==> src/rtl/rscb_pkg.sv <==
// Package for the random six-channel blinker: sizes, function codes and shared types.
// It also holds the random draw helper that every lane uses.
// It depends on nothing else.
package rscb_pkg;

    localparam int CHANNELS  = 6;
    localparam int DRAW_BITS = 10;
    localparam int TIME_W    = 32;
    localparam int DELTA_W   = 20;
    localparam int FUNC_W    = 3;
    localparam int CHAN_W    = 3;
    localparam int DRAWS_W   = 60;
    localparam int PINS_W    = 6;
    localparam int CFG_IDX_W = 8;
    localparam int IN_DATA_W = 152;
    localparam int OUT_W     = 16;
    localparam int PROD_W    = TIME_W + DRAW_BITS;

    localparam logic [TIME_W-1:0] TIME_MAX = {TIME_W{1'b1}};

    typedef enum logic [FUNC_W-1:0] {
        FUNC_TICK    = 3'd0,
        FUNC_START   = 3'd1,
        FUNC_STOP    = 3'd2,
        FUNC_ENABLE  = 3'd3,
        FUNC_DISABLE = 3'd4,
        FUNC_MANUAL  = 3'd5
    } func_t;

    typedef enum logic [CFG_IDX_W-1:0] {
        REG_MIN_OFF = 8'd0,
        REG_MAX_OFF = 8'd1,
        REG_MIN_ON  = 8'd2,
        REG_MAX_ON  = 8'd3
    } reg_idx_t;

    typedef struct packed {
        logic [TIME_W-1:0] min_off;
        logic [TIME_W-1:0] max_off;
        logic [TIME_W-1:0] min_on;
        logic [TIME_W-1:0] max_on;
    } cfg_t;

    typedef struct packed {
        logic tick;
        logic restart;
        logic run;
    } lane_ctrl_t;

    // A value between lo and hi at the fraction frac / 2^DRAW_BITS of the span.
    function automatic logic [TIME_W-1:0] draw_between(
        input logic [TIME_W-1:0]    lo,
        input logic [TIME_W-1:0]    hi,
        input logic [DRAW_BITS-1:0] frac
    );
        logic [TIME_W-1:0] span;
        logic [PROD_W-1:0] prod;
        logic [TIME_W-1:0] off;
        span = (hi >= lo) ? (hi - lo) : (lo - hi);
        prod = PROD_W'(span) * PROD_W'(frac);
        off  = prod[PROD_W-1:DRAW_BITS];
        return (hi >= lo) ? (lo + off) : (lo - off);
    endfunction

endpackage

==> src/rtl/rscb_out_buf.sv <==
// Output register with a skid stage for the result stream.
// It uses the result width from rscb_pkg.
module rscb_out_buf
    import rscb_pkg::*;
(
    input  logic             clk,
    input  logic             rst_n,
    input  logic             push,
    input  logic [OUT_W-1:0] push_data,
    output logic             space,
    output logic             m_tvalid,
    input  logic             m_tready,
    output logic [OUT_W-1:0] m_tdata
);

    logic             main_valid_reg;
    logic             skid_valid_reg;
    logic [OUT_W-1:0] main_data_reg;
    logic [OUT_W-1:0] skid_data_reg;
    logic             pop;

    assign pop      = main_valid_reg && m_tready;
    assign space    = !skid_valid_reg;
    assign m_tvalid = main_valid_reg;
    assign m_tdata  = main_data_reg;

    always_ff @(posedge clk or negedge rst_n)
    begin
        if (!rst_n)
        begin
            main_valid_reg <= 1'b0;
            skid_valid_reg <= 1'b0;
        end
        else if (skid_valid_reg)
        begin
            if (pop)
            begin
                skid_valid_reg <= 1'b0;
            end
        end
        else if (push)
        begin
            if (main_valid_reg && !pop)
            begin
                skid_valid_reg <= 1'b1;
            end
            else
            begin
                main_valid_reg <= 1'b1;
            end
        end
        else if (pop)
        begin
            main_valid_reg <= 1'b0;
        end
    end

    always_ff @(posedge clk)
    begin
        if (skid_valid_reg)
        begin
            if (pop)
            begin
                main_data_reg <= skid_data_reg;
            end
        end
        else if (push)
        begin
            if (main_valid_reg && !pop)
            begin
                skid_data_reg <= push_data;
            end
            else
            begin
                main_data_reg <= push_data;
            end
        end
    end

endmodule

==> config.mk <==
export PLATFORM = sky130hd
export DESIGN_NAME = rscb_out_buf
export DESIGN_NICKNAME = d
export VERILOG_FILES = /design/src/rtl/rscb_pkg.sv /design/src/rtl/rscb_out_buf.sv
export SDC_FILE = /design/constraint.sdc
export NUM_CORES = 1
export LEC_CHECK = 0
export BUFFER_PORTS_ARGS = -buffer_cell sky130_fd_sc_hd__buf_2
export CORE_ASPECT_RATIO = 1.75
export CORE_MARGIN = 5
export CORE_UTILIZATION = 45
export DETAILED_ROUTE_END_ITERATION = 12
export GPL_ROUTABILITY_DRIVEN = 0
export HOLD_SLACK_MARGIN = 0.1
export PLACE_DENSITY_LB_ADDON = 0.3
export SYNTH_ARGS = -nofsm -noshare
export SYNTH_HDL_FRONTEND = slang
export SYNTH_SLANG_ARGS = --single-unit
==> constraint.sdc <==
create_clock -name clk -period 1.9 [get_ports clk]
set_input_delay 0.38 -clock clk [delete_from_list [all_inputs] [get_ports clk]]
set_output_delay 0.38 -clock clk [all_outputs]
set_load 0.02 [all_outputs]
==> out/metrics.yaml <==
clock_tree:
  cts_tree: "built"
  cts.sinks: 34
  cts_hold_buf: 1
  cts_buffer_depth: 2
  root_buffer: "clkbuf_8"
  cts_buffers: 5
  clock_latency_ns: 0.28
  postCtsSetupRepairBufs: 0
  path_clk_slew_ns: 0.06
  post_cts_resized: 0
  htree_levels: 2
grt:
  met1_usage: 0.142
  antenna_found_initial: 0
  grt_first_pass_wirelength_um: 3490
  track_usage: 0.120
  grtUsageMet2: 0.173
  grt-ovfl-total: 0
  first_global_vias: 722
  grt_busiest_layer: "met2"
  grt_max_degree: 17
  use_met3: 0.0538
run:
  maxCapViolations: 0
worst_setup_path:
  required_ns: 1.52
  endpoint_kind: "primary output"
  reg2regPathDepth: 2
  crit_end: "space"
  worstPathMaxFanout: 12
  worstSetupPathType: "reg -> out"
  r2r_end: "m_tdata[11]"
  reg2reg_slack_ns: 0.47
  arrival_ns: 1.12
  worstSetupStartpointType: "flop"
  startpoint: "skid_valid_reg"
  worstReg2RegStart: "skid_valid_reg"
floorplan:
  coreArea_sq_mm: 0.00272
  fp.dieArea_sq_mm: 0.00403
  fp.dieW_um: 50.2
  std_cell_rows: 25
  dieHeight_um: 80.3
  initial_core_util: 0.468
  pin_count: 38
synth:
  yosysTopAreaCell: "edfxtp_1"
  synth_top_area_frac: 0.755
  synth_edf_count: 32
  yosysMostFrequentCell: "edfxtp_1"
  synth_ff_type: "edfxtp_1"
  syn-cell-area_sq_mm: 0.00127
  synth_cell_types: 12
  synthTopCellsByCount: "32 x edfxtp_1, 16 x mux2_2, 2 x buf_6, 2 x dfrtp_1, 2 x nor2_1"
  ys_top_cells_by_area: "edfxtp_1 76%, mux2_2 14%, dfrtp_1 3.9%, buf_6 1.8%, and4bb_2 0.98%"
  ys_seq_elements: 34
  ys_seq_area_frac: 0.794
  synthCells: 61
  synthesis.nets: 81
  async_flop_share: 0.0588
  avgSynthCellArea_sq_um: 20.9
  ys_warn_count: 0
timing:
  setup_viol: 0
  fin_worst_skew_ns: 0.00472
  finalCritPeriodShare: 0.787
  rsz0062_at_grt: "no"
  fin_crit_ns: 1.50
  tightest_slew_ns: 0.424
  slew_headroom: 0.717
  fin_setup_tns_ns: 0
  fmax_ghz: 0.669
  final-hold-violation-count: 0
  slew_viol_final: 0
  timing.hold.ws_ns: 0.282
cells_and_area:
  antenna_cells: 0
  area_growth_pct: 26.2
  stdcell_count: 136
  drive_above_1_share: 0.596
  nets: 129
drt:
  drtAntennaViolNets: 0
  drc: 0
  routedWlPerCell_um: 15.9
  wl_um: 2160
  vias: 708
  drtPass1Iterations: 2
  initialDrtViolationCount: 9
  avgViaCountPerCell: 5.21
worst_hold_path:
  min_path_type: "in -> reg"
outcome:
  outcome: "complete, no violations"
place:
  port_buffers: 37
  hpwl_um: 1580
  dp_cells: 128
pwr:
  vdd_drop_max_mv: 0.845
  leakage_nw: 0.626
  power.density_mw_per_mm2: 1530
## per-layer routing
| metal | up-vias | part of all wire | wire length (um) |
|---|---|---|---|
| met1 | 342 | 0.40 | 855 |
| met4 | 0 | 0.025 | 54 |
| met3 | 5 | 0.082 | 177 |
| met2 | 27 | 0.50 | 1070 |
| li1 | 334 | - | - |
| met5 | - | 0 | 0 |
## cell usage in the layout, fill, tap and decap left out
cell type and instances:
buf_2 37, edfxtp_1 32, mux2_2 16, clkbuf_8 5
buf_4 4, nor2_1 2, clkbuf_1 2, dfrtp_1 2
inv_2 1, and2_1 1, o22a_1 1, and4bb_2 1
a21oi_1 1, nand2b_1 1, a22o_1 1, dlygate4sd3_1 1
buf_12 1
## critical path: stages (launching register included)
cell	delay, ns
dfrtp_1	0.60
inv_2	0.07
buf_2	0.17
## how the worst min path moves through the flow
stage                        from                end  slack, ns  depth (start not counted)
finish               push_data[1]   skid_data_reg[1]       0.28                          1
global route         push_data[1]   skid_data_reg[1]       0.27                          1
CTS                 push_data[11]  skid_data_reg[11]       0.27                          1
detailed placement          rst_n           m_tvalid       0.17                          1
global placement            rst_n           m_tvalid       0.16                          1
floorplan                   rst_n           m_tvalid       0.08                          0
## cells by family after synthesis
kind of cell | after synthesis | share of synthesized area
compound gates | 3 | 0.0177
buf+inv | 3 | 0.0206
flops | 34 | 0.794
mux | 16 | 0.142
simple gates | 5 | 0.0256
## power breakdown
| part | internal [mW] | total, mW | switching (mW) |
|---|---|---|---|
| logic | 0.346 | 0.794 | 0.447 |
| clock network | 0.252 | 0.485 | 0.233 |
| registers | 1.09 | 1.18 | 0.0876 |
| total | 1.69 | 2.46 | 0.768 |
## per-stage QoR
stage	area (sq um)	worst slack (ns)	util	total power, mW
2_1_floorplan	1270	0.402	-	1.72
3_3_place_gp	1520	0.533	0.558	1.97
3_5_place_dp	1520	0.457	0.558	2.00
4_1_cts	1610	0.374	0.590	2.50
5_1_grt	1610	0.318	0.590	2.59
6_report	1610	0.404	0.590	2.46
## area by class of cell
class                      count  area [sq um]
fill                         231          1120
sequential                    34          1010
timing repair buffer          43           245
multi-input combinational     24           235
clock buffer                   7          76.3
tap                           27          33.8
inverter                       1          3.75
No activity file was read; power rests on OpenSTA's default activity.
