<file path="src/rtl/rscb_pkg.sv">
// Package for the random six-channel blinker: sizes, function codes and shared types.
// It also holds the random draw helper that every lane uses.
// It depends on nothing else.
package rscb_pkg;

    localparam int CHANNELS  = 6;
    localparam int DRAW_BITS = 10;
    localparam int TIME_W    = 32;
    localparam int DELTA_W   = 20;
    localparam int FUNC_W    = 3;
    localparam int CHAN_W    = 3;
    localparam int DRAWS_W   = 60;
    localparam int PINS_W    = 6;
    localparam int CFG_IDX_W = 8;
    localparam int IN_DATA_W = 152;
    localparam int OUT_W     = 16;
    localparam int PROD_W    = TIME_W + DRAW_BITS;

    localparam logic [TIME_W-1:0] TIME_MAX = {TIME_W{1'b1}};

    typedef enum logic [FUNC_W-1:0] {
        FUNC_TICK    = 3'd0,
        FUNC_START   = 3'd1,
        FUNC_STOP    = 3'd2,
        FUNC_ENABLE  = 3'd3,
        FUNC_DISABLE = 3'd4,
        FUNC_MANUAL  = 3'd5
    } func_t;

    typedef enum logic [CFG_IDX_W-1:0] {
        REG_MIN_OFF = 8'd0,
        REG_MAX_OFF = 8'd1,
        REG_MIN_ON  = 8'd2,
        REG_MAX_ON  = 8'd3
    } reg_idx_t;

    typedef struct packed {
        logic [TIME_W-1:0] min_off;
        logic [TIME_W-1:0] max_off;
        logic [TIME_W-1:0] min_on;
        logic [TIME_W-1:0] max_on;
    } cfg_t;

    typedef struct packed {
        logic tick;
        logic restart;
        logic run;
    } lane_ctrl_t;

    // A value between lo and hi at the fraction frac / 2^DRAW_BITS of the span.
    function automatic logic [TIME_W-1:0] draw_between(
        input logic [TIME_W-1:0]    lo,
        input logic [TIME_W-1:0]    hi,
        input logic [DRAW_BITS-1:0] frac
    );
        logic [TIME_W-1:0] span;
        logic [PROD_W-1:0] prod;
        logic [TIME_W-1:0] off;
        span = (hi >= lo) ? (hi - lo) : (lo - hi);
        prod = PROD_W'(span) * PROD_W'(frac);
        off  = prod[PROD_W-1:DRAW_BITS];
        return (hi >= lo) ? (lo + off) : (lo - off);
    endfunction

endpackage

</file>
<file path="src/rtl/rscb_lane.sv">
// One channel of the blinker: its timer, its planned delay and the flip decision.
// It uses the sizes, types and the draw helper of rscb_pkg.
module rscb_lane
    import rscb_pkg::*;
(
    input  logic                 clk,
    input  logic                 rst_n,
    input  lane_ctrl_t           ctrl,
    input  cfg_t                 cfg,
    input  logic                 pin_in,
    input  logic [DELTA_W-1:0]   delta,
    input  logic [DRAW_BITS-1:0] start_frac,
    input  logic [DRAW_BITS-1:0] toggle_frac,
    output logic                 pin_out
);

    logic [TIME_W-1:0] elapsed_reg;
    logic [TIME_W-1:0] elapsed_next;
    logic [TIME_W-1:0] delay_reg;
    logic [TIME_W-1:0] delay_next;
    logic [TIME_W-1:0] el0;
    logic [TIME_W-1:0] dl0;
    logic [TIME_W:0]   sum;
    logic [TIME_W-1:0] t_sat;
    logic [TIME_W-1:0] lo_sel;
    logic [TIME_W-1:0] hi_sel;
    logic [TIME_W-1:0] toggle_delay;
    logic              flip;

    always_comb
    begin
        el0 = ctrl.restart ? '0 : elapsed_reg;
        dl0 = ctrl.restart ? draw_between('0, cfg.max_off, start_frac) : delay_reg;
        sum = {1'b0, el0} + (TIME_W + 1)'(delta);
        t_sat = sum[TIME_W] ? TIME_MAX : sum[TIME_W-1:0];
        // The pin is about to turn on when it is off now, so the on bounds apply.
        lo_sel = pin_in ? cfg.min_off : cfg.min_on;
        hi_sel = pin_in ? cfg.max_off : cfg.max_on;
        toggle_delay = draw_between(lo_sel, hi_sel, toggle_frac);
        flip = ctrl.run && (t_sat > dl0);
        if (ctrl.run)
        begin
            elapsed_next = flip ? '0 : t_sat;
            delay_next   = flip ? toggle_delay : dl0;
        end
        else
        begin
            elapsed_next = el0;
            delay_next   = dl0;
        end
        pin_out = pin_in ^ flip;
    end

    always_ff @(posedge clk or negedge rst_n)
    begin
        if (!rst_n)
        begin
            elapsed_reg <= '0;
            delay_reg   <= '0;
        end
        else if (ctrl.tick)
        begin
            elapsed_reg <= elapsed_next;
            delay_reg   <= delay_next;
        end
    end

endmodule

</file>
<file path="config.mk">
export PLATFORM = sky130hd
export DESIGN_NAME = rscb_lane
export DESIGN_NICKNAME = d
export VERILOG_FILES = /design/src/rtl/rscb_pkg.sv /design/src/rtl/rscb_lane.sv
export SDC_FILE = /design/constraint.sdc
export NUM_CORES = 2
export LEC_CHECK = 0
export BUFFER_PORTS_ARGS = -buffer_cell sky130_fd_sc_hd__buf_2
export CAP_MARGIN = 20
export CORE_ASPECT_RATIO = 1.4
export CORE_MARGIN = 10
export CORE_UTILIZATION = 40
export CTS_CLUSTER_SIZE = 25
export DETAILED_ROUTE_END_ITERATION = 7
export GPL_TIMING_DRIVEN = 1
export PLACE_DENSITY = 0.55
export SYNTH_ARGS = -nofsm -noshare
export SYNTH_HDL_FRONTEND = slang
export SYNTH_SLANG_ARGS = --single-unit
</file>
<file path="constraint.sdc">
create_clock -name clk -period 26.6 [get_ports clk]
set_input_delay 1.33 -clock clk [delete_from_list [all_inputs] [get_ports clk]]
set_output_delay 1.33 -clock clk [all_outputs]
set_load 0.02 [all_outputs]
</file>
==> run_results.csv <==
group,metric,value,unit
cts,cts_hold_buffers,0,
synth,synth_edf_count,0,
floorplan,floorplan.die_area,87500,sq um
timing,period_share,60.7,%
cts,cts_buffer_depth,2,
synth,post_synthesis_cell_area,30400,sq um
timing,worst_slew_slack_as_a_fraction_of_its_limit,28.6,%
synth,synth_sequential_area_ratio,5.27,%
routing,routed_wirelength,96300,um
routing,routed_wire_length_per_instance,20.5,um
run,timing.max_cap.violations,0,
synth,synth.top_cell.area_share,31.5,%
routing,final_antenna_net_count,0,
timing,finalHoldViolations,0,
setup_path,crit_fanout,50,
hold_path,hold_class,"reg -> reg",
synth,synthesized_instance_count,3671,
floorplan,die_h,346,um
floorplan,core_region_area,75300,sq um
cells_and_area,drive_above_1_share,7.82,%
hold_path,worst_hold_path.num_cells,2,
place,gp_congestion,0.930,
global_route,pin_count_of_the_biggest_net_entering_global_routing,65,
cts,ctsResizeCount,0,
setup_path,cp.arrival,16.38,ns
synth,synth-async-reset-ratio,100,%
synth,synthMostInstantiatedCell,"inv_1",
setup_path,critPathRequiredTime,26.83,ns
routing,via_per_inst,5.46,
timing,setup_viol,0,
setup_path,worstSetupEndpointType,"flip-flop",
synth,synth_top_flop_cell,"dfrtp_1",
status,outcome,"completed",
cts,cts_sinks,64,
timing,timing.clock.skew,0.00731,ns
timing,drv_slew,0,
cells_and_area,n_fill_cell,7739,
setup_path,critPathMostFrequentCell,"fa_1",
synth,synth.top_cells.by_count,"526 x inv_1, 478 x fa_1, 477 x nand2_1, 300 x ha_1, 275 x and2_1",
timing,rsz_0062_raised_after_global_routing,"false",
setup_path,reg2reg_slack,17.74,ns
synth,yosysWarningCount,0,
setup_path,critPathKind,"in -> reg",
cts,clock_insertion_delay_worst_skew,0.36,ns
setup_path,critical_path_top_delay_cell,"buf_4",
global_route,first_global_vias,27400,
floorplan,die_x,253,um
floorplan,num_rows,119,
floorplan,effective_utilization_at_floorplan,40.3,%
place,hpwl,78500,um
synth,synth.avg_cell_area,8.28,sq um
routing,drt_first_pass_iters,5,
synth,count_of_unique_library_cells_instantiated_by_yosys,88,
cts,tritoncts,"done",
cts,cts_buffers,9,
global_route,grtUsageTotal,22.2,%
routing,drt_drc_violations_left,0,
setup_path,cp_slowest_stage_delay,0.84,ns
setup_path,r2r_cells,36,
cts,clock_tree.htree_level_count,3,
routing,drt-initial-drc-count,1113,
timing,worst_slew_pin_slew,1.06,ns
setup_path,r2r_endpoint,"elapsed_reg[17]",
cts,cts.root.buffer_cell,"clkbuf_16",
synth,synth_largest_area_cell,"fa_1",
global_route,first_pass_grt_wire_length,154000,um
global_route,antenna_found_initial,4,
setup_path,critical_path.startpoint_type,"input pin",
place,number_of_buffers_inserted_by_port_buffering,174,
cts,clk_pin_slew_worst_paths,0.06,ns
timing,max_clock_freq,61.9,MHz
routing,num_vias,25600,
timing,finalSetupTns,0,ns
hold_path,holdCritStartpoint,"elapsed_reg[0]",
timing,min_period,16.15,ns
cells_and_area,nNetsFinal,4669,
setup_path,critical_path.reg2reg.startpoint,"elapsed_reg[0]",
global_route,gr-total-overflow,0,
synth,synth.top_cells.by_area,"fa_1 31%, ha_1 12%, inv_1 6.5%",
synth,synth.ff_latch_count,64,
hold_path,whs_endpoint,"elapsed_reg[0]",
synth,syn-num-nets,4623,
cells_and_area,synthToLayoutAreaGrowth,6.65,%
cts,post_cts_buffers,0,
floorplan,io-pin-count,175,
worst max-delay path by stage:
stage           start  cells past startpoint            end  slack [ns]
2_1_floorplan  pin_in                     51  delay_reg[31]       13.23
3_3_place_gp   pin_in                     52  delay_reg[31]       10.32
3_5_place_dp   pin_in                     48  delay_reg[30]       10.14
4_1_cts        pin_in                     48  delay_reg[30]       10.51
5_1_grt        pin_in                     52  delay_reg[31]        9.46
6_report       pin_in                     50  delay_reg[31]       10.45
layer usage:
metal | global-route usage, % | up-vias | wire length (um)
li1 | - | 12000 | -
met1 | 26.1 | 12900 | 38500
met2 | 41.2 | 607 | 50500
met3 | 2.59 | 126 | 4570
met4 | 6.33 | 2 | 2780
met5 | 0 | - | 10
per-stage QoR:
stage | area, sq um | hold slack [ns] | setup slack [ns] | util, % | instances
4_1_cts | 32400 | 0.478 | 10.51 | 43.0 | 4688
6_report | 32400 | 0.476 | 10.45 | 43.0 | 4693
3_5_place_dp | 32100 | 0.464 | 10.14 | 42.6 | 4672
2_1_floorplan | 30400 | 0.442 | 13.23 | - | 3671
5_1_grt | 32400 | 0.491 | 9.46 | 43.0 | 4692
3_3_place_gp | 32100 | 0.458 | 10.32 | 42.6 | 4671
kinds of logic after synthesis:
logic type	synth area share (%)
xor+xnor	4.63
fa+ha+maj	43.8
flops	5.27
compound gates	14.0
simple gates	19.8
mux	3.60
buf+inv	8.78
critical path: cells and delay by family:
family,cells,cell delay (ns)
AOI/OAI and AO/OA,16,3.68
adders and majority gates,8,3.69
muxes,1,0.61
buffers and inverters,5,1.83
and+or+nand+nor,16,3.75
xor gates and xnor gates,4,1.47
layout make-up:
| class | count | area [sq um] | share of cell area (%) |
|---|---|---|---|
| Antenna cell | 3 | 7.51 | 0.0232 |
| Timing Repair Buffer | 212 | 1170 | 3.61 |
| Multi-Input combinational cell | 2904 | 26100 | 80.7 |
| Tap cell | 968 | 1210 | 3.74 |
| Inverter | 526 | 1970 | 6.09 |
| Sequential cell | 64 | 1600 | 4.94 |
| Clock buffer | 11 | 243 | 0.749 |
| Clock inverter | 5 | 56.3 | 0.174 |
cells in the final DEF (no fill, tap or decap), drive strengths merged, types with 14 or more instances in the layout:
cell type	count
nor2b	68
xor2	59
nor3	44
dfrtp	64
and3	20
a21oi	179
a21o	99
fa	478
nand4	26
nand2b	49
nor2	165
ha	300
inv	526
o211ai	16
a22o	26
buf	211
nand2	477
a211oi	20
mux2i	97
and2	275
o21ai	133
nand3	33
a31oi	20
xnor2	99
o21bai	23
or2	14
o21a	24
Power is left out: the tool's default activity adds up to more than one toggle a clock period on the data nets, which glitch-free logic cannot reach.
